### src/rtl/core/lpi_pkg.sv
package lpi_pkg;

    // Field and register widths fixed by the block definition
    localparam int STEP_W     = 6;
    localparam int CAP_W      = 7;
    localparam int DUR_W      = 32;
    localparam int CFG_IDX_W  = 1;
    localparam int CFG_DATA_W = 7;

    // Parameter defaults
    localparam int MAX_POINTS_DEF = 64;
    localparam int COORD_BITS_DEF = 16;

    // Register indexes
    localparam logic [CFG_IDX_W-1:0] CFG_STEP_COUNT = 1'b0;
    localparam logic [CFG_IDX_W-1:0] CFG_MAX_POINTS = 1'b1;

    // Register reset values
    localparam logic [STEP_W-1:0] STEP_COUNT_RST = 6'd10;
    localparam logic [CAP_W-1:0]  MAX_POINTS_RST = 7'd64;

endpackage

### src/rtl/core/lpi_in_if.sv
interface lpi_in_if #(
    parameter int COORD_BITS = lpi_pkg::COORD_BITS_DEF
);
    logic                             valid;
    logic                             ready;
    logic signed [COORD_BITS-1:0]     start_x;
    logic signed [COORD_BITS-1:0]     start_y;
    logic signed [COORD_BITS-1:0]     end_x;
    logic signed [COORD_BITS-1:0]     end_y;
    logic        [lpi_pkg::DUR_W-1:0] total_duration_ms;

    modport source (
        output valid, start_x, start_y, end_x, end_y, total_duration_ms,
        input  ready
    );
    modport sink (
        input  valid, start_x, start_y, end_x, end_y, total_duration_ms,
        output ready
    );
endinterface

### src/rtl/core/lpi_out_if.sv
interface lpi_out_if #(
    parameter int COORD_BITS = lpi_pkg::COORD_BITS_DEF
);
    logic                             valid;
    logic                             ready;
    logic signed [COORD_BITS-1:0]     point_x;
    logic signed [COORD_BITS-1:0]     point_y;
    logic        [lpi_pkg::DUR_W-1:0] hold_ms;
    logic                             last;

    modport source (
        output valid, point_x, point_y, hold_ms, last,
        input  ready
    );
    modport sink (
        input  valid, point_x, point_y, hold_ms, last,
        output ready
    );
endinterface

### src/rtl/core/lpi_div.sv
// Restoring divider: one quotient bit per cycle, DIV_W quotient bits per division.
module lpi_div #(
    parameter int DIV_W = lpi_pkg::DUR_W
) (
    input  logic                       i_clk,
    input  logic                       i_rst_n,
    input  logic                       i_start,
    input  logic [DIV_W-1:0]           i_dividend,
    input  logic [lpi_pkg::STEP_W-1:0] i_divisor,
    output logic                       o_done,
    output logic [DIV_W-1:0]           o_quo,
    output logic [lpi_pkg::STEP_W-1:0] o_rem
);
    localparam int CNT_W = $clog2(DIV_W + 1);

    logic                       r_busy;
    logic                       r_done;
    logic [CNT_W-1:0]           r_cnt;
    logic [DIV_W-1:0]           r_quo;
    logic [lpi_pkg::STEP_W-1:0] r_rem;

    logic [lpi_pkg::STEP_W:0]   n_trial;
    logic                       n_fit;
    logic [lpi_pkg::STEP_W:0]   n_diff;

    assign n_trial = {r_rem, r_quo[DIV_W-1]};
    assign n_fit   = (n_trial >= {1'b0, i_divisor});
    assign n_diff  = n_trial - {1'b0, i_divisor};

    always_ff @(posedge i_clk) begin
        if (!i_rst_n) begin
            r_busy <= 1'b0;
            r_done <= 1'b0;
            r_cnt  <= '0;
        end else begin
            r_done <= 1'b0;
            if (i_start) begin
                r_busy <= 1'b1;
                r_cnt  <= CNT_W'(DIV_W);
                r_quo  <= i_dividend;
                r_rem  <= '0;
            end else if (r_busy) begin
                // shift in the next dividend bit, subtract when it fits
                r_rem <= n_fit ? n_diff[lpi_pkg::STEP_W-1:0]
                               : n_trial[lpi_pkg::STEP_W-1:0];
                r_quo <= {r_quo[DIV_W-2:0], n_fit};
                r_cnt <= r_cnt - 1'b1;
                if (r_cnt == CNT_W'(1)) begin
                    r_busy <= 1'b0;
                    r_done <= 1'b1;
                end
            end
        end
    end

    assign o_done = r_done;
    assign o_quo  = r_quo;
    assign o_rem  = r_rem;
endmodule

### src/rtl/core/linear_path_interpolator_top.sv
// A move request runs three divisions in turn on the shared serial divider
// (hold time, then |dx| / steps, then |dy| / steps), DIV_W = max(32, COORD_BITS + 1).
// Then one waypoint word per cycle while the output is taken, min(steps + 1, cap) words.
// A new request is taken only in idle, after the last waypoint word of the previous one is loaded.
// Reset: synchronous, active low; idle, step_count = 10, max_points = 64, no word pending.
module linear_path_interpolator_top #(
    parameter int MAX_POINTS = lpi_pkg::MAX_POINTS_DEF,
    parameter int COORD_BITS = lpi_pkg::COORD_BITS_DEF
) (
    input  logic                           i_clk,
    input  logic                           i_rst_n,
    lpi_in_if.sink                         in_ch,
    lpi_out_if.source                      out_ch,
    input  logic                           i_cfg_we,
    input  logic [lpi_pkg::CFG_IDX_W-1:0]  i_cfg_idx,
    input  logic [lpi_pkg::CFG_DATA_W-1:0] i_cfg_data
);
    localparam int STEP_W = lpi_pkg::STEP_W;
    localparam int CAP_W  = lpi_pkg::CAP_W;
    localparam int DUR_W  = lpi_pkg::DUR_W;
    localparam int DIFF_W = COORD_BITS + 1;
    localparam int DIV_W  = (DIFF_W > DUR_W) ? DIFF_W : DUR_W;

    typedef enum logic [2:0] {
        S_IDLE,
        S_DIV_HOLD,
        S_DIV_X,
        S_DIV_Y,
        S_EMIT
    } t_state;

    t_state r_state;

    // configuration
    logic [STEP_W-1:0] r_step_count;
    logic [CAP_W-1:0]  r_max_points;

    // per-request operands
    logic signed [COORD_BITS-1:0] r_sx, r_sy;
    logic                         r_neg_x, r_neg_y;
    logic [DIFF_W-1:0]            r_abs_x, r_abs_y;
    logic [STEP_W-1:0]            r_steps;
    logic [CAP_W-1:0]             r_count;
    logic [CAP_W-1:0]             r_idx;
    logic [DUR_W-1:0]             r_hold;

    // running quotient/remainder of |d| * i / steps
    logic [DIFF_W-1:0] r_qdx, r_qdy, r_qx, r_qy;
    logic [STEP_W-1:0] r_rdx, r_rdy, r_rx, r_ry;

    // divider command
    logic              r_div_start;
    logic [DIV_W-1:0]  r_div_arg;
    logic              div_done;
    logic [DIV_W-1:0]  div_quo;
    logic [STEP_W-1:0] div_rem;

    // output word
    logic                         r_out_valid;
    logic signed [COORD_BITS-1:0] r_px, r_py;
    logic [DUR_W-1:0]             r_out_hold;
    logic                         r_last;

    // request decode
    logic signed [DIFF_W-1:0] n_dx, n_dy;
    logic [DIFF_W-1:0]        n_abs_x, n_abs_y;
    logic [STEP_W-1:0]        n_steps;
    logic [CAP_W-1:0]         n_cap, n_span, n_count;

    // waypoint step
    logic [STEP_W:0]       n_rx_sum, n_ry_sum;
    logic                  n_wrap_x, n_wrap_y;
    logic [STEP_W-1:0]     n_rx, n_ry;
    logic [DIFF_W-1:0]     n_qx, n_qy;
    logic [DIFF_W-1:0]     n_px, n_py;
    logic                  n_load;
    logic                  n_is_last;

    assign n_dx    = DIFF_W'(in_ch.end_x) - DIFF_W'(in_ch.start_x);
    assign n_dy    = DIFF_W'(in_ch.end_y) - DIFF_W'(in_ch.start_y);
    assign n_abs_x = n_dx[DIFF_W-1] ? DIFF_W'(-n_dx) : DIFF_W'(n_dx);
    assign n_abs_y = n_dy[DIFF_W-1] ? DIFF_W'(-n_dy) : DIFF_W'(n_dy);
    assign n_steps = (r_step_count == '0) ? STEP_W'(1) : r_step_count;
    assign n_cap   = (r_max_points > CAP_W'(MAX_POINTS)) ? CAP_W'(MAX_POINTS) : r_max_points;
    assign n_span  = CAP_W'({1'b0, n_steps} + 1'b1);
    assign n_count = (n_span > n_cap) ? n_cap : n_span;

    // advance i -> i + 1: remainder stays below 2 * steps, one subtract suffices
    assign n_rx_sum = {1'b0, r_rx} + {1'b0, r_rdx};
    assign n_ry_sum = {1'b0, r_ry} + {1'b0, r_rdy};
    assign n_wrap_x = (n_rx_sum >= {1'b0, r_steps});
    assign n_wrap_y = (n_ry_sum >= {1'b0, r_steps});
    assign n_rx     = n_wrap_x ? STEP_W'(n_rx_sum - {1'b0, r_steps}) : n_rx_sum[STEP_W-1:0];
    assign n_ry     = n_wrap_y ? STEP_W'(n_ry_sum - {1'b0, r_steps}) : n_ry_sum[STEP_W-1:0];
    assign n_qx     = r_qx + r_qdx + DIFF_W'(n_wrap_x);
    assign n_qy     = r_qy + r_qdy + DIFF_W'(n_wrap_y);

    // start + sign(d) * trunc(|d| * i / steps)
    assign n_px = DIFF_W'(r_sx) + (r_neg_x ? DIFF_W'(-r_qx) : r_qx);
    assign n_py = DIFF_W'(r_sy) + (r_neg_y ? DIFF_W'(-r_qy) : r_qy);

    assign n_load    = (r_state == S_EMIT) && (!r_out_valid || out_ch.ready);
    assign n_is_last = (CAP_W'(r_idx + 1'b1) == r_count);

    lpi_div #(
        .DIV_W (DIV_W)
    ) u_div (
        .i_clk      (i_clk),
        .i_rst_n    (i_rst_n),
        .i_start    (r_div_start),
        .i_dividend (r_div_arg),
        .i_divisor  (r_steps),
        .o_done     (div_done),
        .o_quo      (div_quo),
        .o_rem      (div_rem)
    );

    always_ff @(posedge i_clk) begin
        if (!i_rst_n) begin
            r_state      <= S_IDLE;
            r_step_count <= lpi_pkg::STEP_COUNT_RST;
            r_max_points <= lpi_pkg::MAX_POINTS_RST;
            r_div_start  <= 1'b0;
            r_out_valid  <= 1'b0;
        end else begin
            r_div_start <= 1'b0;

            if (i_cfg_we) begin
                case (i_cfg_idx)
                    lpi_pkg::CFG_STEP_COUNT: r_step_count <= i_cfg_data[STEP_W-1:0];
                    lpi_pkg::CFG_MAX_POINTS: r_max_points <= i_cfg_data;
                    default: ;
                endcase
            end

            if (out_ch.ready) begin
                r_out_valid <= 1'b0;
            end

            case (r_state)
                S_IDLE: begin
                    if (in_ch.valid) begin
                        r_sx        <= in_ch.start_x;
                        r_sy        <= in_ch.start_y;
                        r_neg_x     <= n_dx[DIFF_W-1];
                        r_neg_y     <= n_dy[DIFF_W-1];
                        r_abs_x     <= n_abs_x;
                        r_abs_y     <= n_abs_y;
                        r_steps     <= n_steps;
                        r_count     <= n_count;
                        // hold time first; drop the request if nothing is emitted
                        if (n_count != '0) begin
                            r_div_start <= 1'b1;
                            r_div_arg   <= DIV_W'(in_ch.total_duration_ms);
                            r_state     <= S_DIV_HOLD;
                        end
                    end
                end
                S_DIV_HOLD: begin
                    if (div_done) begin
                        r_hold      <= div_quo[DUR_W-1:0];
                        r_div_start <= 1'b1;
                        r_div_arg   <= DIV_W'(r_abs_x);
                        r_state     <= S_DIV_X;
                    end
                end
                S_DIV_X: begin
                    if (div_done) begin
                        r_qdx       <= div_quo[DIFF_W-1:0];
                        r_rdx       <= div_rem;
                        r_div_start <= 1'b1;
                        r_div_arg   <= DIV_W'(r_abs_y);
                        r_state     <= S_DIV_Y;
                    end
                end
                S_DIV_Y: begin
                    if (div_done) begin
                        r_qdy   <= div_quo[DIFF_W-1:0];
                        r_rdy   <= div_rem;
                        r_qx    <= '0;
                        r_qy    <= '0;
                        r_rx    <= '0;
                        r_ry    <= '0;
                        r_idx   <= '0;
                        r_state <= S_EMIT;
                    end
                end
                S_EMIT: begin
                    if (n_load) begin
                        r_out_valid <= 1'b1;
                        r_px        <= n_px[COORD_BITS-1:0];
                        r_py        <= n_py[COORD_BITS-1:0];
                        r_out_hold  <= r_hold;
                        r_last      <= n_is_last;
                        r_qx        <= n_qx;
                        r_qy        <= n_qy;
                        r_rx        <= n_rx;
                        r_ry        <= n_ry;
                        r_idx       <= CAP_W'(r_idx + 1'b1);
                        if (n_is_last) begin
                            r_state <= S_IDLE;
                        end
                    end
                end
                default: r_state <= S_IDLE;
            endcase
        end
    end

    assign in_ch.ready     = (r_state == S_IDLE);
    assign out_ch.valid    = r_out_valid;
    assign out_ch.point_x  = r_px;
    assign out_ch.point_y  = r_py;
    assign out_ch.hold_ms  = r_out_hold;
    assign out_ch.last     = r_last;
endmodule
### src/flat_wrapper.sv
// flat-port wrapper written by rule: the top's interface ports become plain ports
module linear_path_interpolator_top_flat 
#(
    parameter int MAX_POINTS = lpi_pkg::MAX_POINTS_DEF,
    parameter int COORD_BITS = lpi_pkg::COORD_BITS_DEF
)
  (i_clk, i_rst_n, i_cfg_we, i_cfg_idx, i_cfg_data, in_ch_valid, in_ch_start_x, in_ch_start_y, in_ch_end_x, in_ch_end_y, in_ch_total_duration_ms, in_ch_ready, out_ch_valid, out_ch_point_x, out_ch_point_y, out_ch_hold_ms, out_ch_last, out_ch_ready);
  lpi_in_if #(.COORD_BITS(COORD_BITS)) in_ch_i ();
  lpi_out_if #(.COORD_BITS(COORD_BITS)) out_ch_i ();
  input  logic i_clk;
  input  logic i_rst_n;
  input  logic i_cfg_we;
  input  logic [lpi_pkg::CFG_IDX_W-1:0] i_cfg_idx;
  input  logic [lpi_pkg::CFG_DATA_W-1:0] i_cfg_data;
  input wire logic [$bits(in_ch_i.valid)-1:0] in_ch_valid;
  input wire logic [$bits(in_ch_i.start_x)-1:0] in_ch_start_x;
  input wire logic [$bits(in_ch_i.start_y)-1:0] in_ch_start_y;
  input wire logic [$bits(in_ch_i.end_x)-1:0] in_ch_end_x;
  input wire logic [$bits(in_ch_i.end_y)-1:0] in_ch_end_y;
  input wire logic [$bits(in_ch_i.total_duration_ms)-1:0] in_ch_total_duration_ms;
  output wire logic [$bits(in_ch_i.ready)-1:0] in_ch_ready;
  output wire logic [$bits(out_ch_i.valid)-1:0] out_ch_valid;
  output wire logic [$bits(out_ch_i.point_x)-1:0] out_ch_point_x;
  output wire logic [$bits(out_ch_i.point_y)-1:0] out_ch_point_y;
  output wire logic [$bits(out_ch_i.hold_ms)-1:0] out_ch_hold_ms;
  output wire logic [$bits(out_ch_i.last)-1:0] out_ch_last;
  input wire logic [$bits(out_ch_i.ready)-1:0] out_ch_ready;
  assign in_ch_i.valid = in_ch_valid;
  assign in_ch_i.start_x = in_ch_start_x;
  assign in_ch_i.start_y = in_ch_start_y;
  assign in_ch_i.end_x = in_ch_end_x;
  assign in_ch_i.end_y = in_ch_end_y;
  assign in_ch_i.total_duration_ms = in_ch_total_duration_ms;
  assign in_ch_ready = in_ch_i.ready;
  assign out_ch_valid = out_ch_i.valid;
  assign out_ch_point_x = out_ch_i.point_x;
  assign out_ch_point_y = out_ch_i.point_y;
  assign out_ch_hold_ms = out_ch_i.hold_ms;
  assign out_ch_last = out_ch_i.last;
  assign out_ch_i.ready = out_ch_ready;
  linear_path_interpolator_top #(.MAX_POINTS(MAX_POINTS), .COORD_BITS(COORD_BITS)) u_core (.i_clk(i_clk), .i_rst_n(i_rst_n), .in_ch(in_ch_i), .out_ch(out_ch_i), .i_cfg_we(i_cfg_we), .i_cfg_idx(i_cfg_idx), .i_cfg_data(i_cfg_data));
endmodule
### config.mk
export PLATFORM = sky130hd
export DESIGN_NAME = linear_path_interpolator_top_flat
export DESIGN_NICKNAME = d
export VERILOG_FILES = /design/src/rtl/core/lpi_pkg.sv /design/src/rtl/core/lpi_in_if.sv /design/src/rtl/core/lpi_out_if.sv /design/src/rtl/core/lpi_div.sv /design/src/rtl/core/linear_path_interpolator_top.sv /design/src/flat_wrapper.sv
export SDC_FILE = /design/constraint.sdc
export NUM_CORES = 1
export LEC_CHECK = 0
export ABC_AREA = 1
export BUFFER_PORTS_ARGS = -buffer_cell sky130_fd_sc_hd__buf_4
export CAP_MARGIN = 20
export CORE_UTILIZATION = 35
export CTS_CLUSTER_SIZE = 30
export DETAILED_ROUTE_END_ITERATION = 6
export PLACE_DENSITY = 0.55
export SETUP_SLACK_MARGIN = 0.2
export SYNTH_ARGS = -nofsm -noshare
export SYNTH_HDL_FRONTEND = slang
export SYNTH_SLANG_ARGS = --single-unit
### constraint.sdc
create_clock -name i_clk -period 7.9 [get_ports i_clk]
set_input_delay 1.58 -clock i_clk [delete_from_list [all_inputs] [get_ports i_clk]]
set_output_delay 1.58 -clock i_clk [all_outputs]
set_load 0.03 [all_outputs]
==> summary.txt <==
Critical path
  • CP delay by family, top: adder cells
  • Number of cells on the critical path: 23
  • Slowest stage delay, CP: 470 ps
  • WP data arrival: 4970 ps
  • CP bufs+invs: 1
  • Critical path, cell by cell: ha_1, inv_1, fa_1, xnor2_1, ha_1, a21oi_1, nand2_1, nand2_1, nand2_1, a21oi_1, nand2_1, nand2_1, nand2_1, fa_1, fa_1, nand3_1, a21oi_1, nor2_1, o21ai_0, a21boi_0, o21ai_0, nor2_1, nor2_1
  • Critical-path top delay cell: fa_1
  • Endpoint type of the worst setup path: flip-flop
  • Req. time, crit path: 8210 ps
  • Critical path type: reg -> reg
  • Cell mode on critical path: nand2_1
  • CP startpoint kind: flip-flop
  • CP Max Fanout: 10
  • Reg2reg path depth: 23

Logic synthesis
  • Number of synthesized register bits: 369
  • Number of synthesized flops with an enable pin: 343
  • Seq/Total Area, Yosys: 51.4%
  • Yosys warns: 0
  • Fraction of registers with async set/reset: 0%
  • Post-synth top flop: edfxtp_1
  • Mapped Area: 21100 µm²
  • Synth cell types: 54
  • Syn Inst Count: 2277
  • Mean Syn Cell Area: 9.25 µm²
  • Syn Nets: 2533

Worst hold path
  • Hold path depth: 0
  • Hold/Removal Path Class: reg -> reg

Placed design
  • Inst Count DP: 3209
  • DP HPWL: 40.0 mm
  • IO Port Bufs: 175
  • Routability Congestion: 0.859
  • Post-DP Area: 23400 µm²

STA
  • RSZ-0062 raised after global routing: no
  • Max transition margin: 39.0%
  • Fmax: 214 MHz
  • Worst-Margin Slew: 915 ps
  • Post-layout min period: 4660 ps
  • Setup TNS: 0 ps
  • Fin. max-slew vios: 0
  • Fin. Hold Viols: 0
  • Setup violators final: 0
  • Final Skew: 20.2 ps
  • Final period utilization: 59.0%

Drt
  • Post-DR wirelength/cell: 15.8 µm
  • DRC Markers: 8
  • 1st-pass router iterations: 7
  • Vias: 15760
  • Initial detailed-routing violation count: 916
  • Vias per cell: 4.80
  • Detail Route Antenna Nets: 0
  • Detailed Route WL: 51.8 mm

Power and ir drop
  • Power Density: 254 nW/µm²
  • Sw Share: 32.4%
  • Leakage: 11.0 nW
  • Net Sw Power: 2.04 mW
  • Pwr Total: 6.30 mW
  • Clock power share: 30.6%
  • VDD IR max: 142 µV
  • Seq pwr share: 43.1%
  • Combinational share of power: 26.3%
  • Pint: 4.26 mW

Clock tree
  • Max clock buf depth: 3
  • Clk_lat worst skew: 560 ps
  • Cts hold-fix bufs: 0
  • Postcts setup bufs: 0
  • Clock Root Buffer: clkbuf_16
  • CTS resizes: 0
  • H-tree depth: 2
  • CTS clock-pin slew for the worst setup and hold paths: 60 ps
  • CTS tree: yes
  • CTS Sinks: 369
  • Total CTS buffers: 41

Finish
  • Fillers: 5915
  • Layout area overhead: 17.5%
  • Antenna Cells: 0
  • Share of cells above drive strength 1: 13.5%
  • Post-layout nets: 2736
  • Most common cell after layout, fill and taps aside: nand2_1
  • Fin area: 24800 µm²
  • Fin cells: 3284
  • Commonest non-fill, non-tap cells in the layout: 560 x nand2_1, 343 x edfxtp_1, 310 x inv_1
  • Layout Utilization: 41.8%

Global route
  • Number of global-route vias before repair: 15536
  • Initial antenna violation count: 0
  • Largest net degree at the start of global routing: 69
  • Grt total ovfl: 0
  • Total GRT Usage: 16.9%
  • First-pass GRT wire length: 81.5 mm

Job
  • Maximum Capacitance Violations: 0

Floorplanning
  • Die Wd: 247 µm
  • DIE AREA: 61200 µm²
  • IO Pins: 176
  • Height of the die: 247 µm
  • Starting Density: 35.6%
  • Placement Rows: 89
  • CORE AREA: 59200 µm²

Status
  • Failing checks: DRC
  • Status: complete, but fails checks
==> worst reg2reg max path: cells and delay by family (launching register included) <==
kind | cells | cell delay (ps)
AOI/OAI and AO/OA | 6 | 1030
xor gates and xnor gates | 1 | 250
adders and majority gates | 5 | 1790
buffers and inverters | 1 | 60
DFF | 1 | 330
and+or+nand+nor | 10 | 950
==> power groups by stage <==
stage          combinational [mW]  sequential, mW  clock, mW
5_1_grt                      1.90            2.74       2.05
4_1_cts                      1.68            2.72       1.98
3_5_place_dp                 1.67            2.76          0
3_3_place_gp                 1.64            2.75          0
6_report                     1.66            2.71       1.93
2_1_floorplan                1.20            2.70          0
==> worst paths after layout <==
path,from,endpoint,slack [ps]
worst max-delay path,u_core.r_rdy[0],u_core.r_qy[12],3240
worst min-delay path,u_core.r_hold[26],u_core.out_ch.hold_ms[26],420
worst max register to register,u_core.r_rdy[0],u_core.r_qy[12],3240
worst min register to register,u_core.r_hold[26],u_core.out_ch.hold_ms[26],420
==> registers in the layout, summed over array words and instances (netlist names), 16 cells and up <==
register	count
u_core.r_qy	16
u_core.r_abs_x	17
u_core.u_div.o_quo	32
u_core.r_qdy	16
u_core.r_sx	16
u_core.r_hold	32
u_core.r_abs_y	17
u_core.r_qx	16
u_core.out_ch.point_x	16
u_core.r_div_arg	32
u_core.r_sy	16
u_core.out_ch.point_y	16
u_core.r_qdx	16
u_core.out_ch.hold_ms	32
==> logic make-up after synthesis <==
| group | count (synthesis) | synth area share (%) |
|---|---|---|
| adders and majority gates | 147 | 9.19 |
| xor gates and xnor gates | 104 | 4.43 |
| buffers and inverters | 348 | 6.29 |
| DFF | 369 | 51.4 |
| AOI/OAI and AO/OA | 320 | 8.58 |
| and+or+nand+nor | 989 | 20.1 |
==> stage by stage <==
step	setup slack [ps]	hold slack [ps]
floorplan	2210	400
global placement	3380	401
detailed placement	3270	405
CTS	3270	419
global route	2630	424
finish	3240	418
==> synth_stat cells, types with 6 or more instances <==
cell / n / area share (%)
ha_1: 134 / 8.0
a211oi_1: 6 / 0.21
a31oi_1: 8 / 0.24
clkbuf_1: 24 / 0.43
o31ai_1: 10 / 0.36
dfxtp_1: 26 / 2.5
nand3b_1: 7 / 0.25
nand3_1: 117 / 2.8
nor2_1: 180 / 3.2
a21boi_0: 7 / 0.25
nand2_2: 27 / 0.80
nand2_1: 560 / 10
a22oi_1: 17 / 0.61
inv_1: 310 / 5.5
o21a_1: 12 / 0.43
nor2_2: 14 / 0.42
nor3_1: 31 / 0.74
nand3_2: 6 / 0.29
inv_2: 8 / 0.14
nand4_1: 26 / 0.77
o21ai_0: 84 / 2.0
xor2_1: 66 / 2.7
a21oi_1: 151 / 3.6
edfxtp_1: 343 / 49
xnor2_1: 35 / 1.5
fa_1: 13 / 1.2
==> layer usage <==
layer / vias up / GRT usage, % / routed length (µm)
met3: 52 / 2.57 / 2360
met5: - / 0 / 0
met1: 7366 / 21.5 / 22600
met2: 265 / 30.2 / 26000
met4: 0 / 3.70 / 827
li1: 8077 / - / -
==> layout make-up <==
cell class              instances  area (µm²)  area share [%]
repair buffers                188        1420            5.73
clock inverters                26         268            1.08
clock buffers                  48        1080            4.35
inverters                     320        1210            4.87
flip-flops and latches        369       10800            43.7
well taps                     773         967            3.91
multi-input cells            1560        8990            36.3
No activity file was read; power rests on OpenSTA's default activity.
